==> config.mk <==
export PLATFORM = sky130hd
export DESIGN_NAME = media_clock_anchor_sync
export DESIGN_NICKNAME = d
export VERILOG_FILES = /design/src/hdl/mcas_pkg.sv /design/src/hdl/media_clock_anchor_sync.sv
export VERILOG_INCLUDE_DIRS = /design/src /design/src/hdl
export SDC_FILE = /design/constraint.sdc
export NUM_CORES = 2
export LEC_CHECK = 0
export BUFFER_PORTS_ARGS = -buffer_cell sky130_fd_sc_hd__buf_2
export CORE_MARGIN = 4
export CORE_UTILIZATION = 45
export CTS_BUF_LIST = sky130_fd_sc_hd__clkbuf_8
export CTS_CLUSTER_DIAMETER = 100
export DETAILED_ROUTE_END_ITERATION = 7
export PLACE_DENSITY = 0.66
export REMOVE_ABC_BUFFERS = 1
export SYNTH_ARGS = -nofsm -noshare
export SYNTH_HDL_FRONTEND = slang
export SYNTH_SLANG_ARGS = --single-unit
==> constraint.sdc <==
create_clock -name aclk -period 54.4 [get_ports aclk]
set_clock_uncertainty 0.2 [all_clocks]
set_input_delay 5.44 -clock aclk [delete_from_list [all_inputs] [get_ports aclk]]
set_output_delay 5.44 -clock aclk [all_outputs]
set_load 0.02 [all_outputs]
==> src/hdl/media_clock_anchor_sync_macros.svh <==
// ----------------------------------------------------------------------------
// media_clock_anchor_sync_macros
// Assertion macros shared by the media clock anchor sync RTL.
// ----------------------------------------------------------------------------
`ifndef MEDIA_CLOCK_ANCHOR_SYNC_MACROS_SVH
`define MEDIA_CLOCK_ANCHOR_SYNC_MACROS_SVH

`ifndef SYNTHESIS

// Same-cycle implication, checked out of reset.
`define MCAS_ASSERT_NOW(label, clk, rst_n, ante, cons) \
    label: assert property (@(posedge clk) disable iff (!rst_n) (ante) |-> (cons)) \
        else $error("media_clock_anchor_sync assertion failed");

// Next-cycle implication, checked out of reset.
`define MCAS_ASSERT_NEXT(label, clk, rst_n, ante, cons) \
    label: assert property (@(posedge clk) disable iff (!rst_n) (ante) |=> (cons)) \
        else $error("media_clock_anchor_sync assertion failed");

`else

`define MCAS_ASSERT_NOW(label, clk, rst_n, ante, cons)
`define MCAS_ASSERT_NEXT(label, clk, rst_n, ante, cons)

`endif

`endif

==> src/hdl/mcas_pkg.sv <==
`timescale 1ns / 1ps
// ----------------------------------------------------------------------------
// mcas_pkg
// Types, codes and widths for the media clock anchor sync block.
// ----------------------------------------------------------------------------
package mcas_pkg;

    localparam int TIME_W    = 48;
    localparam int RATE_W    = 24;
    localparam int RATE_FRAC = 16;
    localparam int PROD_W    = TIME_W + RATE_W;
    localparam int ACT_W     = 3;
    localparam int CFG_IDX_W = 1;

    localparam logic signed [TIME_W-1:0] TIME_MAX  = {1'b0, {(TIME_W-1){1'b1}}};
    localparam logic signed [TIME_W-1:0] TIME_NONE = {TIME_W{1'b1}};   // -1 sentinel

    localparam logic [RATE_W-1:0] RATE_RESET = RATE_W'(1) << RATE_FRAC;  // 1.0

    typedef enum logic [ACT_W-1:0] {
        ACT_UPDATE = 3'd0,
        ACT_PAUSE  = 3'd1,
        ACT_RESUME = 3'd2,
        ACT_QUERY  = 3'd3,
        ACT_CLEAR  = 3'd4
    } action_t;

    typedef enum logic [CFG_IDX_W-1:0] {
        REG_PLAYBACK_RATE = 1'b0,
        REG_CLOCK_MODE    = 1'b1
    } cfg_index_t;

    typedef struct packed {
        logic        [ACT_W-1:0]  action;
        logic        [TIME_W-1:0] now_us;
        logic signed [TIME_W-1:0] media_pts;
        logic        [TIME_W-1:0] anchor_sys_time;
        logic signed [TIME_W-1:0] max_media_time;
    } in_word_t;

    typedef struct packed {
        logic signed [TIME_W-1:0] media_clock;
        logic                     is_paused;
        logic                     is_anchored;
    } out_word_t;

endpackage

==> src/hdl/media_clock_anchor_sync.sv <==
`timescale 1ns / 1ps
// ----------------------------------------------------------------------------
// media_clock_anchor_sync
// Master media clock: anchor pair, running maximum and pause state, one
// result word per action word.
// ----------------------------------------------------------------------------
//
//  channel  | dir | handshake          | payload
//  ---------+-----+--------------------+-------------------------------------
//  s_       | in  | s_valid / s_ready  | mcas_pkg::in_word_t  (action word)
//  m_       | out | m_valid / m_ready  | mcas_pkg::out_word_t (clock result)
//  cfg_     | in  | cfg_wr_en          | cfg_index, cfg_wdata (rate, mode)
//
//  Throughput is one word per clock while m_ready is high; an accepted word
//  loads the input register and then the result register, and m_valid rises
//  when the result register loads.
//  The critical path is the anchor select, the elapsed-time subtract, the
//  48x24 rate multiply and the saturating add and cap, all combinational.
//  Reset (aresetn low, synchronous) clears all anchor/pause state, both
//  pipeline valid bits, and loads rate 1.0 and audio mode.
//  A stall on m_ready holds the result register; the input register takes
//  a word while it is empty or its word can move into the result register.
//
`include "media_clock_anchor_sync_macros.svh"

module media_clock_anchor_sync (
    input  logic                                aclk,
    input  logic                                aresetn,

    input  logic                                s_valid,
    output logic                                s_ready,
    input  mcas_pkg::in_word_t                  s_data,

    output logic                                m_valid,
    input  logic                                m_ready,
    output mcas_pkg::out_word_t                 m_data,

    input  logic                                cfg_wr_en,
    input  logic [mcas_pkg::CFG_IDX_W-1:0]      cfg_index,
    input  logic [mcas_pkg::RATE_W-1:0]         cfg_wdata
);

    // ------------------------------------------------------------------
    // Configuration registers
    // ------------------------------------------------------------------
    logic [mcas_pkg::RATE_W-1:0] rate_reg;
    logic                        mode_reg;     // 0 audio, 1 system

    always_ff @(posedge aclk) begin
        if (!aresetn) begin
            rate_reg <= mcas_pkg::RATE_RESET;
            mode_reg <= 1'b0;
        end else if (cfg_wr_en) begin
            unique case (mcas_pkg::cfg_index_t'(cfg_index))
                mcas_pkg::REG_PLAYBACK_RATE: rate_reg <= cfg_wdata;
                mcas_pkg::REG_CLOCK_MODE:    mode_reg <= cfg_wdata[0];
                default: ;
            endcase
        end
    end

    // ------------------------------------------------------------------
    // Pipeline control: input register feeds the result register
    // ------------------------------------------------------------------
    logic                  in_valid_reg;
    mcas_pkg::in_word_t    in_reg;
    logic                  out_valid_reg;
    mcas_pkg::out_word_t   out_reg;
    logic                  advance;

    // Move the held word forward when the result slot is free or draining.
    assign advance = in_valid_reg && (!out_valid_reg || m_ready);
    assign s_ready = !in_valid_reg || advance;

    always_ff @(posedge aclk) begin
        if (!aresetn) begin
            in_valid_reg <= 1'b0;
        end else if (s_ready) begin
            in_valid_reg <= s_valid;
        end
    end

    always_ff @(posedge aclk) begin
        if (s_valid && s_ready) begin
            in_reg <= s_data;
        end
    end

    // ------------------------------------------------------------------
    // Clock state
    // ------------------------------------------------------------------
    logic signed [mcas_pkg::TIME_W-1:0] anchor_media_reg, anchor_media_next;
    logic        [mcas_pkg::TIME_W-1:0] anchor_sys_reg,   anchor_sys_next;
    logic signed [mcas_pkg::TIME_W-1:0] max_media_reg,    max_media_next;
    logic                               anchored_reg,     anchored_next;
    logic                               paused_reg,       paused_next;
    logic        [mcas_pkg::TIME_W-1:0] pause_sys_reg,    pause_sys_next;
    logic signed [mcas_pkg::TIME_W-1:0] pause_media_reg,  pause_media_next;

    mcas_pkg::action_t                  act;
    logic signed [mcas_pkg::TIME_W-1:0] upd_max;

    assign act = mcas_pkg::action_t'(in_reg.action);

    // Running maximum for an anchor update: new pts, old max once anchored,
    // and the candidate unless it carries the "none" sentinel.
    always_comb begin
        upd_max = in_reg.media_pts;
        if (anchored_reg && (max_media_reg > upd_max)) begin
            upd_max = max_media_reg;
        end
        if ((in_reg.max_media_time != mcas_pkg::TIME_NONE)
            && (in_reg.max_media_time > upd_max)) begin
            upd_max = in_reg.max_media_time;
        end
    end

    // Anchor, maximum and flags after the action. The pause snapshot is
    // handled below since it needs the scaled clock.
    always_comb begin
        anchor_media_next = anchor_media_reg;
        anchor_sys_next   = anchor_sys_reg;
        max_media_next    = max_media_reg;
        anchored_next     = anchored_reg;
        paused_next       = paused_reg;
        unique case (act)
            mcas_pkg::ACT_UPDATE: begin
                anchor_media_next = in_reg.media_pts;
                anchor_sys_next   = in_reg.anchor_sys_time;
                max_media_next    = upd_max;
                anchored_next     = 1'b1;
            end
            mcas_pkg::ACT_PAUSE: begin
                paused_next = 1'b1;
            end
            mcas_pkg::ACT_RESUME: begin
                if (paused_reg) begin
                    anchor_sys_next   = in_reg.now_us;
                    anchor_media_next = pause_media_reg;
                    paused_next       = 1'b0;
                end
            end
            mcas_pkg::ACT_CLEAR: begin
                anchor_media_next = '0;
                anchor_sys_next   = '0;
                max_media_next    = '0;
                anchored_next     = 1'b0;
                paused_next       = 1'b0;
            end
            default: ;  // query and unused codes: no state change
        endcase
    end

    // ------------------------------------------------------------------
    // Scaled clock from the post-action anchor at now_us
    // ------------------------------------------------------------------
    logic        [mcas_pkg::TIME_W-1:0] delta;
    logic        [mcas_pkg::PROD_W-1:0] prod;
    logic signed [mcas_pkg::TIME_W-1:0] scaled;
    logic signed [mcas_pkg::TIME_W:0]   clk_sum;
    logic signed [mcas_pkg::TIME_W-1:0] clk_at;

    // Floor elapsed time at zero when system time is behind the anchor.
    assign delta = (in_reg.now_us > anchor_sys_next) ? (in_reg.now_us - anchor_sys_next)
                                                     : '0;

    assign prod = {{mcas_pkg::RATE_W{1'b0}}, delta}
                * {{mcas_pkg::TIME_W{1'b0}}, rate_reg};

    // Saturate the Q56.16 product of the Q8.16 rate to the largest positive time.
    assign scaled = (prod[mcas_pkg::PROD_W-1 : mcas_pkg::RATE_FRAC+mcas_pkg::TIME_W-1] != '0)
                  ? mcas_pkg::TIME_MAX
                  : prod[mcas_pkg::RATE_FRAC +: mcas_pkg::TIME_W];

    assign clk_sum = {anchor_media_next[mcas_pkg::TIME_W-1], anchor_media_next}
                   + {1'b0, scaled};

    // Only positive overflow can occur since scaled is never negative.
    assign clk_at = (!clk_sum[mcas_pkg::TIME_W] && clk_sum[mcas_pkg::TIME_W-1])
                  ? mcas_pkg::TIME_MAX
                  : clk_sum[mcas_pkg::TIME_W-1:0];

    // ------------------------------------------------------------------
    // Pause snapshot and result
    // ------------------------------------------------------------------
    mcas_pkg::out_word_t result;

    always_comb begin
        pause_sys_next   = pause_sys_reg;
        pause_media_next = pause_media_reg;
        unique case (act)
            mcas_pkg::ACT_UPDATE: begin
                if (paused_reg) begin
                    pause_media_next = in_reg.media_pts;
                    pause_sys_next   = in_reg.anchor_sys_time;
                end
            end
            mcas_pkg::ACT_PAUSE: begin
                // Anchor is unchanged by pause, so clk_at is the pre-pause clock.
                if (!paused_reg) begin
                    pause_sys_next   = in_reg.now_us;
                    pause_media_next = clk_at;
                end
            end
            mcas_pkg::ACT_CLEAR: begin
                pause_sys_next   = '0;
                pause_media_next = '0;
            end
            default: ;
        endcase
    end

    always_comb begin
        result.is_paused   = paused_next;
        result.is_anchored = anchored_next;
        priority if (!anchored_next) begin
            result.media_clock = '0;
        end else if (mode_reg) begin
            result.media_clock = clk_at;
        end else if (paused_next) begin
            result.media_clock = pause_media_next;
        end else begin
            result.media_clock = (clk_at > max_media_next) ? max_media_next : clk_at;
        end
    end

    // ------------------------------------------------------------------
    // State and result registers
    // ------------------------------------------------------------------
    always_ff @(posedge aclk) begin
        if (!aresetn) begin
            anchor_media_reg <= '0;
            anchor_sys_reg   <= '0;
            max_media_reg    <= '0;
            anchored_reg     <= 1'b0;
            paused_reg       <= 1'b0;
            pause_sys_reg    <= '0;
            pause_media_reg  <= '0;
        end else if (advance) begin
            anchor_media_reg <= anchor_media_next;
            anchor_sys_reg   <= anchor_sys_next;
            max_media_reg    <= max_media_next;
            anchored_reg     <= anchored_next;
            paused_reg       <= paused_next;
            pause_sys_reg    <= pause_sys_next;
            pause_media_reg  <= pause_media_next;
        end
    end

    always_ff @(posedge aclk) begin
        if (!aresetn) begin
            out_valid_reg <= 1'b0;
        end else if (advance) begin
            out_valid_reg <= 1'b1;
        end else if (m_ready) begin
            out_valid_reg <= 1'b0;
        end
    end

    always_ff @(posedge aclk) begin
        if (advance) begin
            out_reg <= result;
        end
    end

    assign m_valid = out_valid_reg;
    assign m_data  = out_reg;

    // ------------------------------------------------------------------
    // Assertions
    // ------------------------------------------------------------------
    `MCAS_ASSERT_NOW(a_unanchored_zero, aclk, aresetn, m_valid && !m_data.is_anchored, m_data.media_clock == '0)
    `MCAS_ASSERT_NOW(a_stall_blocks_input, aclk, aresetn, in_valid_reg && out_valid_reg && !m_ready, !s_ready)
    `MCAS_ASSERT_NEXT(a_advance_fills_out, aclk, aresetn, advance, out_valid_reg)
    `MCAS_ASSERT_NEXT(a_resume_unpauses, aclk, aresetn, advance && (act == mcas_pkg::ACT_RESUME), !paused_reg)
    `MCAS_ASSERT_NEXT(a_clear_resets, aclk, aresetn, advance && (act == mcas_pkg::ACT_CLEAR), !anchored_reg && !paused_reg && (max_media_reg == '0))

endmodule
==> summary.txt <==
Outcome
  • Status: finished clean

STA
  • Peak Freq: 42.1 MHz
  • Period utilisation layout: 43.7%
  • Rel. slew slack: 7.11%
  • Final hold vios: 0
  • Finish-stage setup viols: 0
  • Fin crit period: 23.77 ns
  • Max Slew Vio Count: 0
  • RSZ-0062 raised after global routing: no
  • Setup_tns: 0 ns
  • Worst-margin pin slew: 1.39 ns

Worst setup path
  • CP dominant cell by count: fa_1
  • Critical Path Fanout Max: 47
  • WS Path Type: register to register
  • Crit path capture type: register
  • CP max stage cell: nor2_1
  • Worst EP required: 54.68 ns
  • CP startpoint kind: register
  • WP data arrival: 24.06 ns
  • Crit path largest cell delay: 0.94 ns

Finish
  • Final instance area: 69,400 µm²
  • # fillers: 13,500
  • Multi-input logic area: 46,700 µm²
  • Synth-to-Final Area Change: 7.87%
  • Fin util: 49.0%
  • Layout cell share with drive strength beyond 1: 7.75%
  • FF+latch area: 11,800 µm²
  • Commonest non-fill, non-tap cell in the layout: inv_1
  • Commonest cells after routing, fill and taps aside: 1,206 x inv_1, 1,117 x nand2_1, 1,011 x fa_1
  • Nets: 9,052
  • Max FFs per register: 192

Floorplanning
  • IO Pins: 277
  • Die Span Y: 386 µm
  • Die ar.: 149,000 µm²
  • CORE AREA: 142,000 µm²
  • Rows: 138
  • Starting Density: 45.4%
  • Die width: 386 µm

GRT
  • Pin count of the biggest net entering global routing: 213
  • Global-route wire length before repair: 353 mm
  • Grt total ovfl: 0
  • Initial antenna violation count: 14
  • GRT Util Overall: 31.6%
  • Vias in the first global route: 56,700

Logic synthesis
  • Post-synth top area cell: fa_1
  • Ys async rst share: 0%
  • Post-synth EDFFs: 245
  • Synth warn: 0
  • Synth top area cells: fa_1 31%, edfxtp_1 11%, ha_1 8.3%, dfxtp_1 6.9%, inv_1 6.9%
  • Post-synthesis sequential area ratio: 18.3%
  • Synth Register Bits: 466
  • Top-area cell type share of the netlist area: 31.4%
  • Gate Count Post-Synth: 7,333
  • Post-Syn Area: 64,400 µm²
  • Dominant register cell in the synthesized netlist: edfxtp_1
  • Netlist cell types: 88
  • Syn Area/Cell: 8.78 µm²

Routing
  • M1 WL: 90.8 mm
  • Starting DRT DRC Count: 6,113
  • Vias/cell: 5.86
  • WL final: 235 mm
  • DRT Pass-1 Iters: 8
  • Via count: 54,800
  • Met2 wire len: 102 mm
  • Met3 WL post-DR: 29.3 mm
  • Routed len/inst: 25.1 µm
  • DR top layer: met5
  • DR DRC count: 0
  • Post-route ant nets: 0

Flow run
  • Max Cap Violations: 0

Clocking
  • Clock Root Buffer: clkbuf_8
  • H-Tree Depth: 3
  • Number of CTS-inserted buffers: 87
  • Setup repair bufs after CTS: 0
  • CTS Sinks: 466
  • CTS clk-pin slew, worst paths: 0.06 ns
  • CTS max path bufs: 3
  • CTS tree: built
  • Clock Latency Late Sink: 0.86 ns
  • # resized after CTS: 0
  • Hold Buf Count CTS: 0

Pwr
  • PD cells: 43.8 nW/µm²
  • Overall power: 3.04 mW
  • Max IR drop VDD: 0.0518 mV
  • Cell leakage power: 33.0 nW

Placement
  • Buffers on Ports: 276
  • Routability cong.: 0.986
  • HPWL after detailed placement: 175 mm
  • Dpl cell area: 67,600 µm²

Worst hold path
  • Worst hold-check path type: register to register
-- final timing paths --
| check | slack, ns | to | start | depth (start not counted) |
|---|---|---|---|---|
| setup reg to reg | 30.63 | m_data[30] | act[1] | 68 |
| hold / removal | 0.26 | anchor_media_reg[32] | anchor_media_reg[32] | 2 |
| setup / recovery | 30.63 | m_data[30] | act[1] | 68 |
| hold reg to reg | 0.26 | anchor_media_reg[32] | anchor_media_reg[32] | 2 |
-- layout make-up --
type	count	share of cell area, %
antenna	8	0.0288
clock buffer	90	1.78
clock inverter	74	0.793
inverter	1180	6.40
multi-input combinational	5248	67.2
sequential	466	17.0
tap	1890	3.41
timing repair buffer	404	3.41
-- cells by family after synthesis --
kind of cell / count (synthesis) / share of synthesized area [%]
and+or+nand+nor: 2318 / 16.3
DFF: 466 / 18.3
buffers and inverters: 1619 / 9.48
other: 1 / 0.00583
xor gates and xnor gates: 136 / 1.86
AOI/OAI and AO/OA: 1292 / 13.3
muxes: 57 / 0.902
adders and majority gates: 1444 / 39.8
-- power breakdown --
part	leakage, nW	total, mW	internal (mW)	switching (mW)
Sequential	4.21	0.424	0.398	0.0261
Combinational	27.8	2.25	0.764	1.49
Clock	1.02	0.368	0.183	0.185
-- worst max-delay path, delay by kind of cell, from the launching register on --
| kind | cells | cell delay [ns] |
|---|---|---|
| multiplexers | 2 | 0.54 |
| XOR/XNOR | 1 | 0.27 |
| AND/OR/NAND/NOR | 21 | 6.83 |
| AO/OA/AOI/OAI | 22 | 6.90 |
| buffers and inverters | 10 | 2.42 |
| adder cells (fa/ha/maj) | 12 | 5.46 |
| flip-flops | 1 | 0.63 |
-- through the flow --
stage	setup WS [ns]	instances	hold WS [ns]
after global routing	29.32	9354	0.271
final	30.63	9360	0.256
after CTS	31.00	9352	0.255
after floorplan	29.90	6894	0.236
after detailed placement	31.01	9188	0.247
after global placement	31.43	9188	0.241
-- metal layers --
layer / GRT usage [%] / vias up
met5: 0 / -
met4: 14.7 / 4
met3: 9.74 / 645
met2: 48.0 / 3213
met1: 41.3 / 27100
li1: - / 23800
-- synthesized netlist by cell type (140+ instances only) --
library cell     n
a21oi_1        378
dfxtp_1        221
ha_1           429
a21o_1         140
and2_1         346
clkbuf_1       397
inv_1         1177
fa_1          1011
nand2_1       1117
o21ai_0        197
a211oi_1       183
nor2_1         441
edfxtp_1       245
Power figures use the tool's default switching activity.
